[config.mk]
export PLATFORM = sky130hd
export DESIGN_NAME = sorted_timestep_schedule_unit
export DESIGN_NICKNAME = d
export VERILOG_FILES = /design/src/rtl/core/sts_pkg.sv /design/src/rtl/core/sts_ram.sv /design/src/rtl/core/sts_cmp.sv /design/src/rtl/core/sts_seq.sv /design/src/rtl/core/sorted_timestep_schedule_unit.sv
export SDC_FILE = /design/constraint.sdc
export NUM_CORES = 2
export LEC_CHECK = 0
export CORE_ASPECT_RATIO = 1.4
export CORE_MARGIN = 2
export CORE_UTILIZATION = 55
export DETAILED_ROUTE_END_ITERATION = 12
export DONT_BUFFER_PORTS = 1
export PLACE_DENSITY = 0.72
export SLEW_MARGIN = 40
export SYNTH_ARGS = -nofsm -noshare
export SYNTH_HDL_FRONTEND = slang
export SYNTH_SLANG_ARGS = --single-unit
[constraint.sdc]
create_clock -name clk -period 19.85 [get_ports clk]
set_clock_uncertainty 0.05 [all_clocks]
set_input_delay 0.9925 -clock clk [delete_from_list [all_inputs] [get_ports clk]]
set_output_delay 0.9925 -clock clk [all_outputs]
set_load 0.05 [all_outputs]
[src/rtl/core/sts_pkg.sv]
// ----------------------------------------------------------------------------
// Sorted timestep schedule package
// Widths, operation codes, sequencer states and shared structs.
// ----------------------------------------------------------------------------
`default_nettype none

package sts_pkg;

    // field widths
    localparam int STEP_W    = 63;
    localparam int COUNT_W   = 5;
    localparam int DEPTH_DEF = 16;

    // operation codes carried in tuser
    localparam logic [1:0] KIND_ADD   = 2'd0;
    localparam logic [1:0] KIND_MATCH = 2'd1;
    localparam logic [1:0] KIND_CLEAR = 2'd2;

    // sequencer states
    typedef enum logic [2:0] {
        ST_IDLE,
        ST_SEARCH_RD,
        ST_SEARCH_CMP,
        ST_PLACE,
        ST_SHIFT_RD,
        ST_SHIFT_WR,
        ST_DONE
    } state_t;

    // comparator verdict: request step against stored entry
    typedef struct packed {
        logic eq;
        logic lt;
    } cmp_res_t;

    // per-item status flags from the sequencer
    typedef struct packed {
        logic hit;
        logic overflow;
    } res_t;

endpackage

`default_nettype wire

[src/rtl/core/sts_ram.sv]
// ----------------------------------------------------------------------------
// Generic single-port-write, single-port-read RAM
// One write and one registered read per cycle.
// ----------------------------------------------------------------------------
`default_nettype none

module sts_ram #(
    parameter int WIDTH = 8,
    parameter int DEPTH = 16
) (
    input  wire logic                     clk,
    input  wire logic                     wr_en,
    input  wire logic [$clog2(DEPTH)-1:0] wr_addr,
    input  wire logic [WIDTH-1:0]         wr_data,
    input  wire logic                     rd_en,
    input  wire logic [$clog2(DEPTH)-1:0] rd_addr,
    output logic      [WIDTH-1:0]         rd_data
);

    logic [WIDTH-1:0] mem [DEPTH];

    // write port
    always_ff @(posedge clk)
    begin
        if (wr_en)
        begin
            mem[wr_addr] <= wr_data;
        end
    end

    // registered read port
    always_ff @(posedge clk)
    begin
        if (rd_en)
        begin
            rd_data <= mem[rd_addr];
        end
    end

endmodule

`default_nettype wire

[src/rtl/core/sts_cmp.sv]
// ----------------------------------------------------------------------------
// Shared timestep comparator
// Compares the request step with one stored entry: equal and less-than.
// ----------------------------------------------------------------------------
`default_nettype none

module sts_cmp (
    input  wire logic [sts_pkg::STEP_W-1:0] step,
    input  wire logic [sts_pkg::STEP_W-1:0] entry,
    output sts_pkg::cmp_res_t               res
);

    import sts_pkg::*;

    // one wide compare, reused for search, discard and insert decisions
    always_comb
    begin
        res.eq = (step == entry);
        res.lt = (step < entry);
    end

endmodule

`default_nettype wire

[src/rtl/core/sts_seq.sv]
// ----------------------------------------------------------------------------
// Schedule sequencer
// Walks the sorted store one entry at a time through the shared comparator,
// then, for an add, shifts entries up to open an insert slot.
// ----------------------------------------------------------------------------
`default_nettype none

module sts_seq #(
    parameter int DEPTH = sts_pkg::DEPTH_DEF
) (
    input  wire logic                         clk,
    input  wire logic                         rst_n,
    // item start
    output logic                              in_ready,
    input  wire logic                         start,
    input  wire logic [1:0]                   start_kind,
    input  wire logic [sts_pkg::STEP_W-1:0]   start_step,
    // shared comparator
    output logic      [sts_pkg::STEP_W-1:0]   cmp_step,
    input  wire sts_pkg::cmp_res_t            cmp_res,
    // store
    output logic                              rd_en,
    output logic      [$clog2(DEPTH)-1:0]     rd_addr,
    input  wire logic [sts_pkg::STEP_W-1:0]   rd_data,
    output logic                              wr_en,
    output logic      [$clog2(DEPTH)-1:0]     wr_addr,
    output logic      [sts_pkg::STEP_W-1:0]   wr_data,
    // result
    output logic                              done_valid,
    input  wire logic                         done_ack,
    output sts_pkg::res_t                     done_res,
    output logic      [$clog2(DEPTH+1)-1:0]   done_fill
);

    import sts_pkg::*;

    localparam int AW = $clog2(DEPTH);
    localparam int CW = $clog2(DEPTH + 1);

    state_t            state_reg, state_next;
    logic [1:0]        kind_reg, kind_next;
    logic [STEP_W-1:0] step_reg, step_next;
    logic [CW-1:0]     idx_reg, idx_next;
    logic [CW-1:0]     pos_reg, pos_next;
    logic [CW-1:0]     fill_reg, fill_next;
    res_t              res_reg, res_next;

    // control registers
    always_ff @(posedge clk or negedge rst_n)
    begin
        if (!rst_n)
        begin
            state_reg <= ST_IDLE;
            fill_reg  <= '0;
        end
        else
        begin
            state_reg <= state_next;
            fill_reg  <= fill_next;
        end
    end

    // working registers
    always_ff @(posedge clk)
    begin
        kind_reg <= kind_next;
        step_reg <= step_next;
        idx_reg  <= idx_next;
        pos_reg  <= pos_next;
        res_reg  <= res_next;
    end

    // next state and outputs
    always_comb
    begin
        state_next = state_reg;
        kind_next  = kind_reg;
        step_next  = step_reg;
        idx_next   = idx_reg;
        pos_next   = pos_reg;
        fill_next  = fill_reg;
        res_next   = res_reg;
        rd_en      = 1'b0;
        rd_addr    = AW'(idx_reg - 1'b1);
        wr_en      = 1'b0;
        wr_addr    = pos_reg[AW-1:0];
        wr_data    = step_reg;
        done_valid = 1'b0;

        case (state_reg)
            ST_IDLE:
            begin
                if (start)
                begin
                    kind_next         = start_kind;
                    step_next         = start_step;
                    idx_next          = fill_reg;
                    res_next.hit      = 1'b0;
                    res_next.overflow = 1'b0;
                    case (start_kind)
                        KIND_ADD:   state_next = ST_SEARCH_RD;
                        KIND_MATCH: state_next = ST_SEARCH_RD;
                        KIND_CLEAR:
                        begin
                            fill_next  = '0;
                            state_next = ST_DONE;
                        end
                        default:    state_next = ST_DONE;
                    endcase
                end
            end

            // fetch the next entry up from the smallest one
            ST_SEARCH_RD:
            begin
                if (idx_reg == '0)
                begin
                    state_next = (kind_reg == KIND_ADD) ? ST_PLACE : ST_DONE;
                end
                else
                begin
                    rd_en      = 1'b1;
                    state_next = ST_SEARCH_CMP;
                end
            end

            // add stops at equal or at a larger entry; match drops smaller ones
            ST_SEARCH_CMP:
            begin
                if (kind_reg == KIND_ADD)
                begin
                    if (cmp_res.eq)
                    begin
                        res_next.hit = 1'b1;
                        state_next   = ST_DONE;
                    end
                    else if (cmp_res.lt)
                    begin
                        state_next = ST_PLACE;
                    end
                    else
                    begin
                        idx_next   = idx_reg - 1'b1;
                        state_next = ST_SEARCH_RD;
                    end
                end
                else
                begin
                    if (!cmp_res.eq && !cmp_res.lt)
                    begin
                        fill_next  = fill_reg - 1'b1;
                        idx_next   = idx_reg - 1'b1;
                        state_next = ST_SEARCH_RD;
                    end
                    else
                    begin
                        res_next.hit = cmp_res.eq;
                        state_next   = ST_DONE;
                    end
                end
            end

            // full store drops a new value
            ST_PLACE:
            begin
                if (fill_reg >= CW'(DEPTH))
                begin
                    res_next.overflow = 1'b1;
                    state_next        = ST_DONE;
                end
                else
                begin
                    pos_next   = fill_reg;
                    state_next = ST_SHIFT_RD;
                end
            end

            // shift entries up one slot until the insert slot is reached
            ST_SHIFT_RD:
            begin
                if (pos_reg == idx_reg)
                begin
                    wr_en      = 1'b1;
                    fill_next  = fill_reg + 1'b1;
                    state_next = ST_DONE;
                end
                else
                begin
                    rd_en      = 1'b1;
                    rd_addr    = AW'(pos_reg - 1'b1);
                    state_next = ST_SHIFT_WR;
                end
            end

            ST_SHIFT_WR:
            begin
                wr_en      = 1'b1;
                wr_data    = rd_data;
                pos_next   = pos_reg - 1'b1;
                state_next = ST_SHIFT_RD;
            end

            ST_DONE:
            begin
                done_valid = 1'b1;
                if (done_ack)
                begin
                    state_next = ST_IDLE;
                end
            end

            default:
            begin
                state_next = ST_IDLE;
            end
        endcase
    end

    assign in_ready  = (state_reg == ST_IDLE);
    assign cmp_step  = step_reg;
    assign done_res  = res_reg;
    assign done_fill = fill_reg;

endmodule

`default_nettype wire

[src/rtl/core/sorted_timestep_schedule_unit.sv]
// ----------------------------------------------------------------------------
// Sorted timestep schedule unit
// Bounded sorted set of pending timesteps: add, match with discard, clear.
// ----------------------------------------------------------------------------
//
//  channel   direction  payload
//  s_axis    in         tuser: kind; tdata: timestep
//  m_axis    out        tdata: hit, entry_count, overflow
//
//  clear and unused kinds go from accept straight to the done state
//  match reads and compares entries one at a time, discarding each smaller one
//  add reads entries one at a time to find its slot, then shifts each smaller entry up;
//  the pace is set by the single store read port and one comparator
//  rst_n clears the fill count and the sequencer; store contents stay undefined
//  a new item is taken while a finished result waits in the output register
//
`default_nettype none

module sorted_timestep_schedule_unit #(
    parameter int DEPTH = sts_pkg::DEPTH_DEF
) (
    input  wire logic        clk,
    input  wire logic        rst_n,
    input  wire logic        s_axis_tvalid,
    output logic             s_axis_tready,
    input  wire logic [63:0] s_axis_tdata,   // [62:0] timestep
    input  wire logic [1:0]  s_axis_tuser,   // [1:0] kind
    output logic             m_axis_tvalid,
    input  wire logic        m_axis_tready,
    output logic [7:0]       m_axis_tdata    // [0] hit, [5:1] entry_count, [6] overflow
);

    import sts_pkg::*;

    localparam int AW = $clog2(DEPTH);
    localparam int CW = $clog2(DEPTH + 1);

    logic              start;
    logic [STEP_W-1:0] cmp_step;
    cmp_res_t          cmp_res;
    logic              rd_en;
    logic [AW-1:0]     rd_addr;
    logic [STEP_W-1:0] rd_data;
    logic              wr_en;
    logic [AW-1:0]     wr_addr;
    logic [STEP_W-1:0] wr_data;
    logic              done_valid;
    logic              done_ack;
    res_t              done_res;
    logic [CW-1:0]     done_fill;

    logic               out_valid_reg, out_valid_next;
    logic               out_hit_reg;
    logic               out_ovf_reg;
    logic [COUNT_W-1:0] out_count_reg;

    assign start = s_axis_tvalid && s_axis_tready;

    // sequencer
    sts_seq #(
        .DEPTH (DEPTH)
    ) u_seq (
        .clk        (clk),
        .rst_n      (rst_n),
        .in_ready   (s_axis_tready),
        .start      (start),
        .start_kind (s_axis_tuser),
        .start_step (s_axis_tdata[STEP_W-1:0]),
        .cmp_step   (cmp_step),
        .cmp_res    (cmp_res),
        .rd_en      (rd_en),
        .rd_addr    (rd_addr),
        .rd_data    (rd_data),
        .wr_en      (wr_en),
        .wr_addr    (wr_addr),
        .wr_data    (wr_data),
        .done_valid (done_valid),
        .done_ack   (done_ack),
        .done_res   (done_res),
        .done_fill  (done_fill)
    );

    // shared comparator
    sts_cmp u_cmp (
        .step  (cmp_step),
        .entry (rd_data),
        .res   (cmp_res)
    );

    // timestep store
    sts_ram #(
        .WIDTH (STEP_W),
        .DEPTH (DEPTH)
    ) u_ram (
        .clk     (clk),
        .wr_en   (wr_en),
        .wr_addr (wr_addr),
        .wr_data (wr_data),
        .rd_en   (rd_en),
        .rd_addr (rd_addr),
        .rd_data (rd_data)
    );

    // output register, loaded when empty or being drained
    assign done_ack = done_valid && (!out_valid_reg || m_axis_tready);

    always_comb
    begin
        out_valid_next = out_valid_reg;
        if (done_ack)
        begin
            out_valid_next = 1'b1;
        end
        else if (m_axis_tready)
        begin
            out_valid_next = 1'b0;
        end
    end

    always_ff @(posedge clk or negedge rst_n)
    begin
        if (!rst_n)
        begin
            out_valid_reg <= 1'b0;
        end
        else
        begin
            out_valid_reg <= out_valid_next;
        end
    end

    always_ff @(posedge clk)
    begin
        if (done_ack)
        begin
            out_hit_reg   <= done_res.hit;
            out_ovf_reg   <= done_res.overflow;
            out_count_reg <= COUNT_W'(done_fill);
        end
    end

    assign m_axis_tvalid = out_valid_reg;
    assign m_axis_tdata  = {1'b0, out_ovf_reg, out_count_reg, out_hit_reg};

endmodule

`default_nettype wire

==> summary.md <==
| Metric | Value |
|---|---|
| Outcome | completed |
| Post-synth top area share | 0.730 |
| CP max-delay cell | a21oi_4 |
| Area Overhead vs Synth | 10.9% |
| Largest cells by area after synthesis | edfxtp_1 (73%), a211oi_1 (5.1%), nand2_1 (4.8%), and2_1 (3.3%), a311oi_1 (2.3%) |
| CTS buffer count | 108 |
| Port Buffers | 0 |
| Count leader, synth | edfxtp_1 |
| Fmax | 192 MHz |
| # IOs | 80 |
| 1st-pass router iterations | 6 |
| WP buf/inv | 4 |
| Nature of the critical path endpoint | flop |
| Crit path required time | 20.31 ns |
| Overall Global Routing Usage | 0.244 |
| Synth top cells by count | edfxtp_1 (1,155), nand2_1 (611), a211oi_1 (320) |
| Vias in the first global route | 27,900 |
| Total power | 8.55 mW |
| GP Congestion | 0.830 |
| Multi-input gate area | 0.0116 mm^2 |
| Slowest stage delay, CP | 0.68 ns |
| Die ar. | 0.0887 mm^2 |
| Leak | 17.2 nW |
| Tightest Hold Check Type | in -> reg |
| Gate Count Post-Synth | 3,374 |
| Largest register FFs | 1,008 |
| Setup_tns | 0 ns |
| Initial antenna violation count | 5 |
| CP Max Fanout | 97 |
| Worst slew pin tran | 0.876 ns |
| H-Tree Depth | 3 |
| Crit path DAT | 5.66 ns |
| Post-synth ARST share | 0.00773 |
| Seq cells post-synth | 1,164 |
| Top FF cell, synth | edfxtp_1 |
| Detailed-route DRC error count | 0 |
| Layout cells sized above 1 | 0.0926 |
| GRT overflow | 0 |
| Reg2Reg Setup Slack | 14.65 ns |
| Total Nets Final | 3,491 |
| WS Path Type | reg -> reg |
| Post-Route WL | 109,000 um |
| Final worst-path cycle share | 0.262 |
| # setup viols final | 0 |
| Largest net degree at the start of global routing | 137 |
| Max-cap violations | 0 |
| Layout fillers | 6,053 |
| Max-slew violation count | 0 |
| CTS tree | yes |
| Row cnt | 127 |
| Worst-path clk slew | 0.06 ns |
| Number of DRC markers in iteration 0 | 2,941 |
| Clk sinks | 1,164 |
| Via density | 6.26 |
| Min Tclk post-route | 5.20 ns |
| Max VDD drop | 0.213 mV |
| Syn avg cell area | 14.1 um^2 |
| Number of flops mapped to enable cells by yosys | 1,155 |
| Crit-path cells | nor3b_4 -> nor2_1 -> a21oi_4 -> buf_6 -> buf_16 -> buf_6 -> buf_4 -> and2_1 -> a211oi_1 -> a311oi_1 -> a21oi_1 -> a21oi_1 |
| Clock Path Buffers | 3 |
| RSZ-0062 raised after global routing | no |
| Post-synthesis sequential area ratio | 0.735 |
| Post-DP HPWL | 55,200 um |
| Synthesis Warnings | 0 |
| Syn nets | 3,517 |
| Die H | 352 um |
| Power Density | 162 mW/mm^2 |
| Top reg by flops | u_ram.mem |
| DR WL/cell | 23.9 um |
| FF/Latch Area | 0.0349 mm^2 |
| CP delay by family, top | buffers and inverters |
| Via count | 28,400 |
| Startpoint types | flop |
| First-pass GRT wire length | 163,000 um |
| Die Span X | 252 um |
| Clock Latency Late Sink | 0.68 ns |
| Hold Violations, Final | 0 |
| Largest area contributor in the synthesized netlist | edfxtp_1 |
| Core area | 0.0856 mm^2 |
| Synth Cell Area | 0.0475 mm^2 |
| CTS root buf | clkbuf_16 |
| Starting Density | 0.554 |
| Post-route ant nets | 0 |
| Final core occ | 0.615 |
| Yosys cell types | 52 |
| Slew margin rel. | 0.416 |
## through the flow
step / std cells / setup WS (ns) / hold WS (ns) / cell area [um^2]
3_3_place_gp: 4317 / 14.21 / 0.362 / 48600
4_1_cts: 4527 / 14.47 / 0.319 / 52500
6_report: 4533 / 14.65 / 0.349 / 52700
5_1_grt: 4532 / 14.21 / 0.324 / 52700
2_1_floorplan: 3374 / 13.61 / 0.350 / 47500
3_5_place_dp: 4331 / 14.54 / 0.378 / 49000
## cell type report
class,instances,area share
Sequential cell,1164,0.663
Inverter,73,0.00520
Antenna cell,4,0.000190
Tap cell,1096,0.0260
Multi-Input combinational cell,1903,0.220
Clock inverter,64,0.0126
Clock buffer,131,0.0538
Timing Repair Buffer,98,0.0194
## final timing paths
| kind | to | cells after the start | startpoint |
|---|---|---|---|
| setup / recovery | u_ram.rd_data[22] | 12 | u_seq.state_reg[2] |
| max in group asynchronous | u_seq.state_reg[1] | 1 | rst_n |
| min in group asynchronous | u_seq.state_reg[2] | 1 | rst_n |
| setup reg to reg | u_ram.rd_data[22] | 12 | u_seq.state_reg[2] |
| hold reg to reg | out_hit_reg | 0 | u_seq.done_res[1] |
| hold / removal | u_seq.cmp_step[39] | 0 | s_axis_tdata[39] |
## layout by cell type, fill, tap and decap left out, drive strengths merged, types with 8 or more instances in the layout
| cell | synthesis | final |
|---|---|---|
| clkbuf | 148 | 132 |
| clkinvlp | 0 | 12 |
| nand3 | 10 | 10 |
| clkinv | 0 | 40 |
| a21o | 11 | 11 |
| nor2b | 8 | 8 |
| o21ai | 89 | 89 |
| a311oi | 126 | 126 |
| buf | 86 | 96 |
| nor2 | 32 | 32 |
| dfrtp | 9 | 9 |
| and2 | 254 | 254 |
| nand4 | 13 | 13 |
| ha | 72 | 72 |
| bufinv | 0 | 11 |
| edfxtp | 1155 | 1155 |
| a31oi | 130 | 130 |
| nand2b | 8 | 8 |
| a21oi | 153 | 153 |
| nand2 | 611 | 611 |
| inv | 73 | 74 |
| nor3 | 15 | 15 |
| xnor2 | 10 | 10 |
| a211oi | 320 | 320 |
## routing by layer
metal  part of all wire  global-route usage  vias up  wire (um)
li1                   -                   -    12800          -
met1               0.39               0.311    14100      42500
met2               0.50               0.418     1193      54300
met3              0.071              0.0356      250       7680
met4              0.037               0.107        4       4030
met5            0.00018                   0        -         20
## cell families (layout without fill, tap and decap cells)
logic type	after synthesis	count (layout)	synth area share
other	1	5	0.0000790
muxes	4	4	0.00121
adders and majority gates	73	73	0.0194
and+or+nand+nor	965	965	0.0931
buffers and inverters	307	366	0.0272
xor gates and xnor gates	13	13	0.00240
DFF	1164	1164	0.735
AOI/OAI and AO/OA	847	847	0.121
## where the power goes
| part | internal [mW] | switching (mW) | total [mW] | leakage [nW] |
|---|---|---|---|---|
| combinational | 1.06 | 2.19 | 3.25 | 4.97 |
| sequential | 3.16 | 0.101 | 3.26 | 10.6 |
| clock | 1.16 | 0.879 | 2.04 | 1.67 |
| total | 5.37 | 3.17 | 8.55 | 17.2 |
## repair_timing
| item | CTS | global route |
|---|---|---|
| hold buffers | 1 | 0 |
| hold endpoints to repair | 9 | 0 |
| buffers inserted | 0 | 0 |
| resized for setup | 0 | 0 |
No activity file was read; power rests on OpenSTA's default activity.
